`config.mk`:
```
export PLATFORM = sky130hd
export DESIGN_NAME = spo2_ratio_lut_estimator
export DESIGN_NICKNAME = d
export VERILOG_FILES = /design/src/hw/rtl/spo2rl_pkg.sv /design/src/hw/rtl/spo2_ratio_lut_estimator.sv /design/src/hw/rtl/spo2rl_log2.sv /design/src/hw/rtl/spo2rl_div.sv
export SDC_FILE = /design/constraint.sdc
export NUM_CORES = 2
export LEC_CHECK = 0
export ABC_AREA = 1
export BUFFER_PORTS_ARGS = -buffer_cell sky130_fd_sc_hd__buf_2
export CORE_MARGIN = 2
export CORE_UTILIZATION = 46
export DETAILED_ROUTE_END_ITERATION = 10
export GPL_TIMING_DRIVEN = 0
export HOLD_SLACK_MARGIN = 0.02
export PLACE_DENSITY = 0.66
export SLEW_MARGIN = 20
export SYNTH_ARGS = -nofsm -noshare
export SYNTH_HDL_FRONTEND = slang
export SYNTH_SLANG_ARGS = --single-unit
```
`constraint.sdc`:
```
create_clock -name clk -period 9.18 [get_ports clk]
set_clock_uncertainty 0.2 [all_clocks]
set_input_delay 0.459 -clock clk [delete_from_list [all_inputs] [get_ports clk]]
set_output_delay 0.459 -clock clk [all_outputs]
set_load 0.005 [all_outputs]
```
`src/hw/rtl/spo2rl_pkg.sv`:
```
// shared types, constants and the saturation lookup table for the spo2 estimator
`timescale 1ns / 1ps

package spo2rl_pkg;

    localparam int SUM_WIDTH_DEF      = 56;
    localparam int COUNT_WIDTH_DEF    = 16;
    localparam int LOG_FRAC_BITS_DEF  = 16;
    localparam int TABLE_ENTRIES      = 43;
    localparam int MANT_FRAC          = 30;
    localparam int IDX_WIDTH          = 6;
    localparam int SPO2_WIDTH         = 7;
    localparam int RATIO_HIGH_KNEE    = 66;
    localparam int RATIO_LOW_KNEE     = 50;
    localparam int RATIO_SCALE        = 100;
    localparam int IN_TDATA_WIDTH     = 72;
    localparam int OUT_TDATA_WIDTH    = 16;

    typedef enum logic [3:0] {
        T_IDLE,
        T_SQ_IR,
        T_SQ_RED,
        T_BEAT,
        T_LOG_N,
        T_LOG_IR,
        T_LOG_RED,
        T_DIV_START,
        T_DIV,
        T_MAP,
        T_EMIT
    } top_state_t;

    typedef enum logic [1:0] {
        LG_IDLE,
        LG_NORM,
        LG_MANT,
        LG_SQR
    } log_state_t;

    typedef enum logic [1:0] {
        DV_IDLE,
        DV_RUN,
        DV_DONE
    } div_state_t;

    function automatic logic [SPO2_WIDTH-1:0] spo2_lookup(input logic [IDX_WIDTH-1:0] idx);
        logic [SPO2_WIDTH-1:0] v;
        case (idx) inside
            [6'd0:6'd3]:   v = 7'd100;
            [6'd4:6'd9]:   v = 7'd99;
            [6'd10:6'd14]: v = 7'd98;
            [6'd15:6'd20]: v = 7'd97;
            [6'd21:6'd26]: v = 7'd96;
            [6'd27:6'd32]: v = 7'd95;
            [6'd33:6'd37]: v = 7'd94;
            default:       v = 7'd93;
        endcase
        return v;
    endfunction

endpackage

```
`src/hw/rtl/spo2_ratio_lut_estimator.sv`:
```
// top level: square-sum accumulation, beat counting and estimate sequencer
//
// channel   | ports                           | content
// ----------+---------------------------------+---------------------------------------------
// in        | s_axis_tvalid/tready/tdata/tuser| sample request: ir/red pairs, beat; tuser=kind
// out       | m_axis_tvalid/tready/tdata      | both spo2 values and estimate_done
// config    | cfg_we, cfg_wdata               | beats_per_estimate
//
// a sample without estimate passes square ir, square red, beat, emit to output valid
// an estimate adds three log2 runs, one serial divide and the map state; a zero sum
// goes straight to the map state and a zero denominator log skips the divide
// reset clears all sums, counts and spo2 values; beats_per_estimate resets to 3
// no new request is taken while busy or while the output waits on m_axis_tready
`timescale 1ns / 1ps

module spo2_ratio_lut_estimator #(
    parameter int SUM_WIDTH         = spo2rl_pkg::SUM_WIDTH_DEF,
    parameter int COUNT_WIDTH       = spo2rl_pkg::COUNT_WIDTH_DEF,
    parameter int LOG_FRACTION_BITS = spo2rl_pkg::LOG_FRAC_BITS_DEF
) (
    input  logic                                   clk,
    input  logic                                   rst_n,
    input  logic                                   s_axis_tvalid,
    output logic                                   s_axis_tready,
    // ir_first, red_first, ir_second, red_second, beat, zero fill
    input  logic [spo2rl_pkg::IN_TDATA_WIDTH-1:0]  s_axis_tdata,
    // action
    input  logic                                   s_axis_tuser,
    output logic                                   m_axis_tvalid,
    input  logic                                   m_axis_tready,
    // spo2_plain, spo2_differential, estimate_done, zero fill
    output logic [spo2rl_pkg::OUT_TDATA_WIDTH-1:0] m_axis_tdata,
    input  logic                                   cfg_we,
    input  logic [7:0]                             cfg_wdata
);

    localparam int KW  = $clog2(SUM_WIDTH);
    localparam int LRW = KW + LOG_FRACTION_BITS;
    localparam int LW  = LRW + 1;
    localparam int NW  = LW + 7;
    localparam int RW  = NW + 1;
    localparam int SW  = spo2rl_pkg::SPO2_WIDTH;
    localparam logic signed [RW-1:0] HIGH_KNEE = RW'(spo2rl_pkg::RATIO_HIGH_KNEE);
    localparam logic signed [RW-1:0] LOW_KNEE  = RW'(spo2rl_pkg::RATIO_LOW_KNEE);
    localparam logic signed [RW-1:0] SAT_KNEE  =
        RW'(spo2rl_pkg::RATIO_HIGH_KNEE + spo2rl_pkg::TABLE_ENTRIES - 1);

    spo2rl_pkg::top_state_t state_reg, state_next;

    logic [7:0]             bpe_reg;
    logic [SUM_WIDTH-1:0]   ir_sum_reg  [2];
    logic [SUM_WIDTH-1:0]   red_sum_reg [2];
    logic [COUNT_WIDTH-1:0] cnt_reg     [2];
    logic [7:0]             beats_reg   [2];
    logic [SW-1:0]          spo2_reg    [2];

    logic                   kind_reg;
    logic                   beat_reg;
    logic [16:0]            ir_mag_reg;
    logic [16:0]            red_mag_reg;
    logic                   zero_reg;
    logic                   done_reg;
    logic [LRW-1:0]         ln_reg;
    logic signed [LW-1:0]   li_reg;
    logic signed [LW-1:0]   lr_reg;
    logic signed [RW-1:0]   ratio_reg;
    logic                   out_valid_reg;
    logic [spo2rl_pkg::OUT_TDATA_WIDTH-1:0] out_data_reg;

    // input unpacking and magnitudes
    logic [15:0]          ir_f, red_f, ir_s, red_s;
    logic [16:0]          ir_d, red_d;
    logic signed [17:0]   ir_v, red_v;
    logic [17:0]          ir_neg, red_neg;

    assign ir_f  = s_axis_tdata[15:0];
    assign red_f = s_axis_tdata[31:16];
    assign ir_s  = s_axis_tdata[47:32];
    assign red_s = s_axis_tdata[63:48];
    assign ir_d  = {ir_s[15], ir_s} - {ir_f[15], ir_f};
    assign red_d = {red_s[15], red_s} - {red_f[15], red_f};
    assign ir_v  = s_axis_tuser ? {ir_d, 1'b0} : {{2{ir_f[15]}}, ir_f};
    assign red_v = s_axis_tuser ? {red_d, 1'b0} : {{2{red_f[15]}}, red_f};
    assign ir_neg  = -ir_v;
    assign red_neg = -red_v;

    logic accept;
    assign accept = s_axis_tvalid && s_axis_tready;
    assign s_axis_tready = (state_reg == spo2rl_pkg::T_IDLE) && !out_valid_reg;

    // shared squarer and saturating add
    logic [16:0]          sq_op;
    logic [33:0]          sq;
    logic [SUM_WIDTH-1:0] sum_sel;
    logic [SUM_WIDTH:0]   sum_add;
    logic [SUM_WIDTH-1:0] sum_sat;

    assign sq_op   = (state_reg == spo2rl_pkg::T_SQ_IR) ? ir_mag_reg : red_mag_reg;
    assign sq      = sq_op * sq_op;
    assign sum_sel = (state_reg == spo2rl_pkg::T_SQ_IR) ? ir_sum_reg[kind_reg]
                                                         : red_sum_reg[kind_reg];
    assign sum_add = {1'b0, sum_sel} + (SUM_WIDTH+1)'(sq);
    assign sum_sat = sum_add[SUM_WIDTH] ? '1 : sum_add[SUM_WIDTH-1:0];

    logic est_hit;
    logic sums_zero;
    assign est_hit   = beat_reg && (beats_reg[kind_reg] == bpe_reg);
    assign sums_zero = (ir_sum_reg[kind_reg] == '0) || (red_sum_reg[kind_reg] == '0);

    // log2 unit
    logic                 log_start;
    logic [SUM_WIDTH-1:0] log_x;
    logic                 log_done;
    logic [LRW-1:0]       log_res;
    logic signed [LW-1:0] log_minus_n;

    assign log_minus_n = $signed({1'b0, log_res}) - $signed({1'b0, ln_reg});

    always_comb
    begin
        case (state_reg)
            spo2rl_pkg::T_LOG_N:  log_x = ir_sum_reg[kind_reg];
            spo2rl_pkg::T_LOG_IR: log_x = red_sum_reg[kind_reg];
            default:              log_x = SUM_WIDTH'(cnt_reg[kind_reg]);
        endcase
    end

    spo2rl_log2 #(
        .SUM_WIDTH     (SUM_WIDTH),
        .LOG_FRAC_BITS (LOG_FRACTION_BITS)
    ) u_log2 (
        .clk    (clk),
        .rst_n  (rst_n),
        .start  (log_start),
        .x      (log_x),
        .done   (log_done),
        .result (log_res)
    );

    // divider
    logic                  div_start;
    logic signed [LW+7:0]  num_full;
    logic                  div_done;
    logic signed [RW-1:0]  div_quot;

    assign num_full = lr_reg * $signed(8'(spo2rl_pkg::RATIO_SCALE));

    spo2rl_div #(
        .NUM_WIDTH (NW),
        .DEN_WIDTH (LW)
    ) u_div (
        .clk   (clk),
        .rst_n (rst_n),
        .start (div_start),
        .num   (num_full[NW-1:0]),
        .den   (li_reg),
        .done  (div_done),
        .quot  (div_quot)
    );

    // ratio to table index
    logic [spo2rl_pkg::IDX_WIDTH-1:0] idx;
    logic signed [RW-1:0]             ratio_hi, ratio_lo;

    assign ratio_hi = ratio_reg - HIGH_KNEE;
    assign ratio_lo = ratio_reg - LOW_KNEE;

    always_comb
    begin
        if (zero_reg)
            idx = '0;
        else if (ratio_reg > SAT_KNEE)
            idx = spo2rl_pkg::IDX_WIDTH'(spo2rl_pkg::TABLE_ENTRIES - 1);
        else if (ratio_reg > HIGH_KNEE)
            idx = ratio_hi[spo2rl_pkg::IDX_WIDTH-1:0];
        else if (ratio_reg > LOW_KNEE)
            idx = ratio_lo[spo2rl_pkg::IDX_WIDTH-1:0];
        else
            idx = '0;
    end

    // sequencer
    always_comb
    begin
        state_next = state_reg;
        case (state_reg)
            spo2rl_pkg::T_IDLE:
            begin
                if (accept)
                    state_next = spo2rl_pkg::T_SQ_IR;
            end
            spo2rl_pkg::T_SQ_IR:
                state_next = spo2rl_pkg::T_SQ_RED;
            spo2rl_pkg::T_SQ_RED:
                state_next = spo2rl_pkg::T_BEAT;
            spo2rl_pkg::T_BEAT:
            begin
                if (!est_hit)
                    state_next = spo2rl_pkg::T_EMIT;
                else if (sums_zero)
                    state_next = spo2rl_pkg::T_MAP;
                else
                    state_next = spo2rl_pkg::T_LOG_N;
            end
            spo2rl_pkg::T_LOG_N:
            begin
                if (log_done)
                    state_next = spo2rl_pkg::T_LOG_IR;
            end
            spo2rl_pkg::T_LOG_IR:
            begin
                if (log_done)
                    state_next = spo2rl_pkg::T_LOG_RED;
            end
            spo2rl_pkg::T_LOG_RED:
            begin
                if (log_done)
                    state_next = spo2rl_pkg::T_DIV_START;
            end
            spo2rl_pkg::T_DIV_START:
            begin
                if (li_reg == '0)
                    state_next = spo2rl_pkg::T_MAP;
                else
                    state_next = spo2rl_pkg::T_DIV;
            end
            spo2rl_pkg::T_DIV:
            begin
                if (div_done)
                    state_next = spo2rl_pkg::T_MAP;
            end
            spo2rl_pkg::T_MAP:
                state_next = spo2rl_pkg::T_EMIT;
            spo2rl_pkg::T_EMIT:
                state_next = spo2rl_pkg::T_IDLE;
            default:
                state_next = spo2rl_pkg::T_IDLE;
        endcase
    end

    always_comb
    begin
        log_start = 1'b0;
        div_start = 1'b0;
        case (state_reg)
            spo2rl_pkg::T_BEAT:      log_start = est_hit && !sums_zero;
            spo2rl_pkg::T_LOG_N:     log_start = log_done;
            spo2rl_pkg::T_LOG_IR:    log_start = log_done;
            spo2rl_pkg::T_DIV_START: div_start = (li_reg != '0);
            default:
            begin
                log_start = 1'b0;
                div_start = 1'b0;
            end
        endcase
    end

    always_ff @(posedge clk or negedge rst_n)
    begin
        if (!rst_n)
        begin
            state_reg     <= spo2rl_pkg::T_IDLE;
            bpe_reg       <= 8'd3;
            out_valid_reg <= 1'b0;
            for (int i = 0; i < 2; i++)
            begin
                ir_sum_reg[i]  <= '0;
                red_sum_reg[i] <= '0;
                cnt_reg[i]     <= '0;
                beats_reg[i]   <= '0;
                spo2_reg[i]    <= '0;
            end
        end
        else
        begin
            state_reg <= state_next;
            if (cfg_we)
                bpe_reg <= cfg_wdata;
            if (state_reg == spo2rl_pkg::T_EMIT)
                out_valid_reg <= 1'b1;
            else if (m_axis_tready)
                out_valid_reg <= 1'b0;
            case (state_reg)
                spo2rl_pkg::T_SQ_IR:
                    ir_sum_reg[kind_reg] <= sum_sat;
                spo2rl_pkg::T_SQ_RED:
                begin
                    red_sum_reg[kind_reg] <= sum_sat;
                    if (cnt_reg[kind_reg] != '1)
                        cnt_reg[kind_reg] <= cnt_reg[kind_reg] + 1'b1;
                    if (beat_reg)
                        beats_reg[kind_reg] <= beats_reg[kind_reg] + 1'b1;
                end
                spo2rl_pkg::T_MAP:
                begin
                    // both kinds restart; only the estimating kind keeps a value
                    for (int i = 0; i < 2; i++)
                    begin
                        ir_sum_reg[i]  <= '0;
                        red_sum_reg[i] <= '0;
                        cnt_reg[i]     <= '0;
                        beats_reg[i]   <= '0;
                        spo2_reg[i]    <= (1'(i) == kind_reg) ?
                                          spo2rl_pkg::spo2_lookup(idx) : '0;
                    end
                end
                default:
                begin
                end
            endcase
        end
    end

    always_ff @(posedge clk)
    begin
        if (accept)
        begin
            kind_reg    <= s_axis_tuser;
            beat_reg    <= s_axis_tdata[64];
            ir_mag_reg  <= ir_v[17] ? ir_neg[16:0] : ir_v[16:0];
            red_mag_reg <= red_v[17] ? red_neg[16:0] : red_v[16:0];
            done_reg    <= 1'b0;
            zero_reg    <= 1'b0;
        end
        case (state_reg)
            spo2rl_pkg::T_BEAT:
                zero_reg <= sums_zero;
            spo2rl_pkg::T_LOG_N:
            begin
                if (log_done)
                    ln_reg <= log_res;
            end
            spo2rl_pkg::T_LOG_IR:
            begin
                if (log_done)
                    li_reg <= log_minus_n;
            end
            spo2rl_pkg::T_LOG_RED:
            begin
                if (log_done)
                    lr_reg <= log_minus_n;
            end
            spo2rl_pkg::T_DIV_START:
            begin
                if (li_reg == '0)
                    zero_reg <= 1'b1;
            end
            spo2rl_pkg::T_DIV:
            begin
                if (div_done)
                    ratio_reg <= div_quot;
            end
            spo2rl_pkg::T_MAP:
                done_reg <= 1'b1;
            spo2rl_pkg::T_EMIT:
                out_data_reg <= {1'b0, done_reg, spo2_reg[1], spo2_reg[0]};
            default:
            begin
            end
        endcase
    end

    assign m_axis_tvalid = out_valid_reg;
    assign m_axis_tdata  = out_data_reg;

endmodule

```
`src/hw/rtl/spo2rl_log2.sv`:
```
// iterative fixed-point log2: normalize by halving steps, then one squaring per fraction bit
`timescale 1ns / 1ps

module spo2rl_log2 #(
    parameter int SUM_WIDTH     = spo2rl_pkg::SUM_WIDTH_DEF,
    parameter int LOG_FRAC_BITS = spo2rl_pkg::LOG_FRAC_BITS_DEF
) (
    input  logic                                          clk,
    input  logic                                          rst_n,
    input  logic                                          start,
    input  logic [SUM_WIDTH-1:0]                          x,
    output logic                                          done,
    output logic [$clog2(SUM_WIDTH)+LOG_FRAC_BITS-1:0]    result
);

    localparam int KW = $clog2(SUM_WIDTH);
    localparam int MF = spo2rl_pkg::MANT_FRAC;
    localparam int CW = $clog2(LOG_FRAC_BITS + 1);

    spo2rl_pkg::log_state_t state_reg, state_next;
    logic [SUM_WIDTH-1:0]     x_reg;
    logic [KW-1:0]            k_reg;
    logic [$clog2(KW)-1:0]    sidx_reg;
    logic [MF:0]              m_reg;
    logic [LOG_FRAC_BITS-1:0] frac_reg;
    logic [CW-1:0]            cnt_reg;
    logic                     done_reg;

    logic [KW-1:0]          shamt;
    logic [SUM_WIDTH-1:0]   top_bits;
    logic [2*MF+1:0]        prod;
    logic [MF+1:0]          sq;

    assign shamt    = KW'(1) << sidx_reg;
    assign top_bits = x_reg >> (SUM_WIDTH - int'(shamt));
    assign prod     = m_reg * m_reg;
    assign sq       = prod[2*MF+1:MF];

    always_comb
    begin
        state_next = state_reg;
        case (state_reg)
            spo2rl_pkg::LG_IDLE:
            begin
                if (start)
                    state_next = spo2rl_pkg::LG_NORM;
            end
            spo2rl_pkg::LG_NORM:
            begin
                if (sidx_reg == '0)
                    state_next = spo2rl_pkg::LG_MANT;
            end
            spo2rl_pkg::LG_MANT:
                state_next = spo2rl_pkg::LG_SQR;
            spo2rl_pkg::LG_SQR:
            begin
                if (cnt_reg == CW'(LOG_FRAC_BITS - 1))
                    state_next = spo2rl_pkg::LG_IDLE;
            end
            default:
                state_next = spo2rl_pkg::LG_IDLE;
        endcase
    end

    always_ff @(posedge clk or negedge rst_n)
    begin
        if (!rst_n)
        begin
            state_reg <= spo2rl_pkg::LG_IDLE;
            done_reg  <= 1'b0;
        end
        else
        begin
            state_reg <= state_next;
            done_reg  <= (state_reg == spo2rl_pkg::LG_SQR) &&
                         (cnt_reg == CW'(LOG_FRAC_BITS - 1));
        end
    end

    always_ff @(posedge clk)
    begin
        case (state_reg)
            spo2rl_pkg::LG_IDLE:
            begin
                x_reg    <= x;
                k_reg    <= KW'(SUM_WIDTH - 1);
                sidx_reg <= $clog2(KW)'(KW - 1);
            end
            spo2rl_pkg::LG_NORM:
            begin
                // shift left if the top bits of this step are clear
                if (top_bits == '0)
                begin
                    x_reg <= x_reg << shamt;
                    k_reg <= k_reg - shamt;
                end
                sidx_reg <= sidx_reg - 1'b1;
            end
            spo2rl_pkg::LG_MANT:
            begin
                m_reg    <= x_reg[SUM_WIDTH-1 -: MF+1];
                frac_reg <= '0;
                cnt_reg  <= '0;
            end
            spo2rl_pkg::LG_SQR:
            begin
                if (sq[MF+1])
                    m_reg <= sq[MF+1:1];
                else
                    m_reg <= sq[MF:0];
                frac_reg <= {frac_reg[LOG_FRAC_BITS-2:0], sq[MF+1]};
                cnt_reg  <= cnt_reg + 1'b1;
            end
            default:
            begin
                x_reg <= x_reg;
            end
        endcase
    end

    assign done   = done_reg;
    assign result = {k_reg, frac_reg};

endmodule

```
`src/hw/rtl/spo2rl_div.sv`:
```
// bit-serial restoring divider with quotient floored toward minus infinity
`timescale 1ns / 1ps

module spo2rl_div #(
    parameter int NUM_WIDTH = 32,
    parameter int DEN_WIDTH = 24
) (
    input  logic                        clk,
    input  logic                        rst_n,
    input  logic                        start,
    input  logic signed [NUM_WIDTH-1:0] num,
    input  logic signed [DEN_WIDTH-1:0] den,
    output logic                        done,
    output logic signed [NUM_WIDTH:0]   quot
);

    localparam int CW = $clog2(NUM_WIDTH + 1);

    spo2rl_pkg::div_state_t state_reg, state_next;
    logic [NUM_WIDTH-1:0] q_reg;
    logic [DEN_WIDTH-1:0] rem_reg;
    logic [DEN_WIDTH-1:0] den_reg;
    logic                 neg_reg;
    logic [CW-1:0]        cnt_reg;

    logic [DEN_WIDTH:0]   rem_sh;
    logic [DEN_WIDTH:0]   rem_sub;
    logic [NUM_WIDTH:0]   q_ext;

    assign rem_sh  = {rem_reg, q_reg[NUM_WIDTH-1]};
    assign rem_sub = rem_sh - {1'b0, den_reg};
    assign q_ext   = {1'b0, q_reg};

    always_comb
    begin
        state_next = state_reg;
        case (state_reg)
            spo2rl_pkg::DV_IDLE:
            begin
                if (start)
                    state_next = spo2rl_pkg::DV_RUN;
            end
            spo2rl_pkg::DV_RUN:
            begin
                if (cnt_reg == CW'(NUM_WIDTH - 1))
                    state_next = spo2rl_pkg::DV_DONE;
            end
            default:
                state_next = spo2rl_pkg::DV_IDLE;
        endcase
    end

    always_ff @(posedge clk or negedge rst_n)
    begin
        if (!rst_n)
            state_reg <= spo2rl_pkg::DV_IDLE;
        else
            state_reg <= state_next;
    end

    always_ff @(posedge clk)
    begin
        if (state_reg == spo2rl_pkg::DV_IDLE)
        begin
            q_reg   <= num[NUM_WIDTH-1] ? NUM_WIDTH'(-num) : num;
            den_reg <= den[DEN_WIDTH-1] ? DEN_WIDTH'(-den) : den;
            neg_reg <= num[NUM_WIDTH-1] ^ den[DEN_WIDTH-1];
            rem_reg <= '0;
            cnt_reg <= '0;
        end
        else if (state_reg == spo2rl_pkg::DV_RUN)
        begin
            if (!rem_sub[DEN_WIDTH])
            begin
                rem_reg <= rem_sub[DEN_WIDTH-1:0];
                q_reg   <= {q_reg[NUM_WIDTH-2:0], 1'b1};
            end
            else
            begin
                rem_reg <= rem_sh[DEN_WIDTH-1:0];
                q_reg   <= {q_reg[NUM_WIDTH-2:0], 1'b0};
            end
            cnt_reg <= cnt_reg + 1'b1;
        end
    end

    assign done = (state_reg == spo2rl_pkg::DV_DONE);
    // negative quotients with a remainder step one further down
    assign quot = neg_reg ? $signed(-q_ext - (NUM_WIDTH+1)'(rem_reg != '0))
                          : $signed(q_ext);

endmodule
```
==> Flow_metrics.wiki <==
{| class="wikitable"
! Metric !! Value
|-
| Antenna diodes || 0
|-
| Area growth from synthesis to layout || 8.384%
|-
| Number of filler cells placed in the layout || 18150
|-
| Sum of net half-perimeters after detailed placement || 243.5 mm
|-
| Async SR Flop Fraction || 0.4639
|-
| Remaining global-route overflow || 0
|-
| Startpoint Class || register
|-
| Post-Place Cells || 13850
|-
| Num ports || 104
|-
| Clock Tree Root || sky130_fd_sc_hd__clkbuf_16
|-
| Number of global-route vias before repair || 76320
|-
| Share of synthesized area occupied by flip-flops and latches || 0.2088
|-
| Number of DRC markers after the initial detailed-route iteration || 8051
|-
| Data required time of the critical path || 9.36 ns
|-
| Accumulated negative setup slack || 0 ns
|-
| Count of input and output buffers || 95
|-
| Post-Syn Instances || 11280
|-
| Critical-path top delay cell || sky130_fd_sc_hd__clkbuf_1
|-
| Pin count of the biggest net entering global routing || 100
|-
| Final RePlAce weighted congestion || 1.025
|-
| Number of antenna violations at the first check in global routing || 5
|-
| Count of placed standard cells in the final layout, fillers left out || 14030
|-
| Main synth FF type || sky130_fd_sc_hd__edfxtp_1
|-
| Number of CTS-inserted buffers || 77
|-
| First-pass detailed-route iteration total || 6
|-
| Die extent in y || 433.8 µm
|-
| Core area || 183300 µm²
|-
| Fin crit share || 0.9780
|-
| Number of hold violations in the final report || 0
|-
| Time the worst path needs with I/O delays and setup || 8.978 ns
|-
| Floorplan die area || 188200 µm²
|-
| Routed vias || 76860
|-
| Worst min path class || primary input to register
|-
| Synthesized flop and latch total || 651
|-
| Maximum level of the CTS H-tree || 3
|-
| Remaining routing DRC violations || 0
|-
| Net count of the mapped netlist || 12940
|-
| Net count, final || 13170
|-
| Smallest hold slack || 0.07234 ns
|-
| Number of distinct library cells after synthesis || 72
|-
| DRT antenna net count || 0
|-
| Path type of the worst setup path || register to register
|-
| Actual transition at the worst max-transition pin || 1.172 ns
|-
| Horiz. Die Dim || 433.8 µm
|-
| Cell area after technology mapping || 84980 µm²
|-
| Gr usage total || 0.3140
|-
| Critical Path Most Common Cell || sky130_fd_sc_hd__fa_1
|-
| Relative slew margins || 0.2189
|-
| Wire length of the first global-routing pass || 451.4 mm
|-
| Total routed wirelength || 294.8 mm
|-
| Clock latency on the worst-skew pair || 0.72 ns
|-
| Reg clk slew, reported paths || 0.07 ns
|-
| Clock sink count || 651
|-
| Worst Setup Slack, final || 0.2017 ns
|-
| Peak fanout along the critical path || 10
|-
| CP Data Arrival Time || 9.15 ns
|-
| Number of setup violations in the final report || 0
|-
| Maximum cell stage delay along the critical path || 0.89 ns
|-
| Final max-slew violation count || 0
|-
| Result of the run || finished clean
|-
| Average via count per standard cell || 5.478
|-
| Starting Density || 0.4637
|-
| Mean instance size in the synthesized netlist || 7.537 µm²
|-
| Setup Slack @ Placement || -0.8256 ns
|-
| Clock tree from TritonCTS || yes
|-
| Total of max-cap violations || 0
|-
| Proportion of layout cells with a drive suffix above 1 || 0.05049
|-
| Highest attainable clock frequency || 111.4 MHz
|-
| CTS max path bufs || 3
|-
| Site row count || 157
|-
| Number of synthesized flops with an enable pin || 319
|-
| Final routed wire length divided by cell count || 21.01 µm
|-
| Count of synthesis-stage warnings from yosys || 0
|-
| Category of the worst setup path capture point || register
|}
## cells in the final DEF (no fill, tap or decap), types with 33 or more instances in the layout
cell	instances
sky130_fd_sc_hd__o21ai_0	590
sky130_fd_sc_hd__o22ai_1	66
sky130_fd_sc_hd__or2_2	53
sky130_fd_sc_hd__nand3_1	612
sky130_fd_sc_hd__edfxtp_1	319
sky130_fd_sc_hd__nor2_1	647
sky130_fd_sc_hd__buf_4	33
sky130_fd_sc_hd__clkbuf_2	50
sky130_fd_sc_hd__a31oi_1	45
sky130_fd_sc_hd__nand2_1	3055
sky130_fd_sc_hd__xor2_1	177
sky130_fd_sc_hd__ha_1	584
sky130_fd_sc_hd__inv_1	2262
sky130_fd_sc_hd__a21oi_1	304
sky130_fd_sc_hd__clkbuf_16	79
sky130_fd_sc_hd__mux2i_1	45
sky130_fd_sc_hd__xnor2_1	83
sky130_fd_sc_hd__buf_2	146
sky130_fd_sc_hd__nor3_1	74
sky130_fd_sc_hd__o21ai_1	135
sky130_fd_sc_hd__fa_1	997
sky130_fd_sc_hd__nand4_1	101
sky130_fd_sc_hd__clkbuf_1	250
sky130_fd_sc_hd__dfrtp_1	300
## logic make-up (layout without fill, tap and decap cells)
family	count (synthesis)	in the layout	synth area share
simple gates	4690	4690	0.2285
buf+inv	2701	2993	0.1217
fa+ha+maj	1581	1581	0.3209
compound gates	1341	1341	0.08742
flops	651	651	0.2088
xor+xnor	260	260	0.02680
mux	50	50	0.005948
other cells	1	1	0.00004413
## worst max-delay path, delay by kind of cell, from the launching register on
kind / cells / cell delay, ns
AO/OA/AOI/OAI: 3 / 0.51
XOR/XNOR: 1 / 0.26
adder cells (fa/ha/maj): 9 / 4.46
buffers and inverters: 8 / 1.49
flip-flops: 1 / 0.42
AND/OR/NAND/NOR: 8 / 1.26
## cells in the mapped netlist (all sizes together) (3+ instances only)
cell / instances / share of area
nand2: 3085 / 0.14
inv: 2286 / 0.10
fa: 997 / 0.23
o21ai: 752 / 0.045
nor2: 664 / 0.030
nand3: 628 / 0.038
ha: 584 / 0.086
edfxtp: 319 / 0.11
a21oi: 304 / 0.018
dfrtp: 300 / 0.088
clkbuf: 291 / 0.013
xor2: 177 / 0.018
buf: 108 / 0.0071
nand4: 102 / 0.0076
xnor2: 83 / 0.0086
nor3: 79 / 0.0050
or2: 70 / 0.0052
o22ai: 66 / 0.0049
mux2i: 46 / 0.0054
a31oi: 45 / 0.0033
o21bai: 31 / 0.0027
dfxtp: 30 / 0.0071
a21o: 29 / 0.0026
o221ai: 29 / 0.0030
nand3b: 22 / 0.0020
nor4: 22 / 0.0018
clkinv: 16 / 0.00071
o21a: 15 / 0.0013
o211ai: 13 / 0.0011
a21boi: 12 / 0.0011
a211oi: 9 / 0.00080
and2: 9 / 0.00066
a31o: 8 / 0.00082
o31ai: 7 / 0.00062
a32o: 6 / 0.00071
nor3b: 5 / 0.00050
a22o: 4 / 0.00041
a22oi: 4 / 0.00035
mux2: 4 / 0.00053
a221oi: 3 / 0.00031
and3: 3 / 0.00022
## path summary, 6_finish.rpt
| check | start | to | slack [ns] | cells after the start |
|---|---|---|---|---|
| worst max-delay path | u_log2.m_reg[11] | u_log2.m_reg[14] | 0.20 | 29 |
| worst min-delay path | cfg_we | bpe_reg[0] | 0.07 | 4 |
| worst max register to register | u_log2.m_reg[11] | u_log2.m_reg[14] | 0.20 | 29 |
| worst min register to register | done_reg | m_axis_tdata[14] | 0.24 | 0 |
| max in group asynchronous | rst_n | ir_sum_reg[102] | 7.42 | 3 |
| min in group asynchronous | rst_n | ir_sum_reg[99] | 0.21 | 3 |
## stage by stage
stage,utilization,area (µm²)
after floorplan,-,84980
after global placement,0.4831,88540
after detailed placement,0.4846,88820
after CTS,0.5012,91850
after global routing,0.5025,92100
final,0.5025,92100
## layout make-up
type / instances / area, µm² / area share
multi-input cells: 7923 / 57090 / 0.6199
flip-flops and latches: 651 / 17740 / 0.1926
inverters: 2302 / 8666 / 0.09409
well taps: 2464 / 3083 / 0.03347
clock buffers: 108 / 2186 / 0.02373
plain buffers: 395 / 1805 / 0.01960
repair buffers: 153 / 1126 / 0.01223
clock inverters: 35 / 405.4 / 0.004402
## what timing repair did
action	in CTS	in global routing
endpoints found under the hold margin	220	0
gates resized for setup	59	115
endpoints found under the setup margin	256	256
cloned	0	0
hold buffers	21	0
pin swaps	3	7
buffers inserted	4	21
## routing by layer
metal	wire [µm]	share of wire	global-route usage	vias up
met1	126900	0.43	0.4453	37340
met3	27730	0.094	0.05678	658
met5	34	0.00012	0	-
li1	-	-	-	35450
met2	128100	0.43	0.4790	3408
met4	12110	0.041	0.1141	6
Power is left out: the tool's default activity adds up to more than one toggle a clock period on the data nets, which glitch-free logic cannot reach.
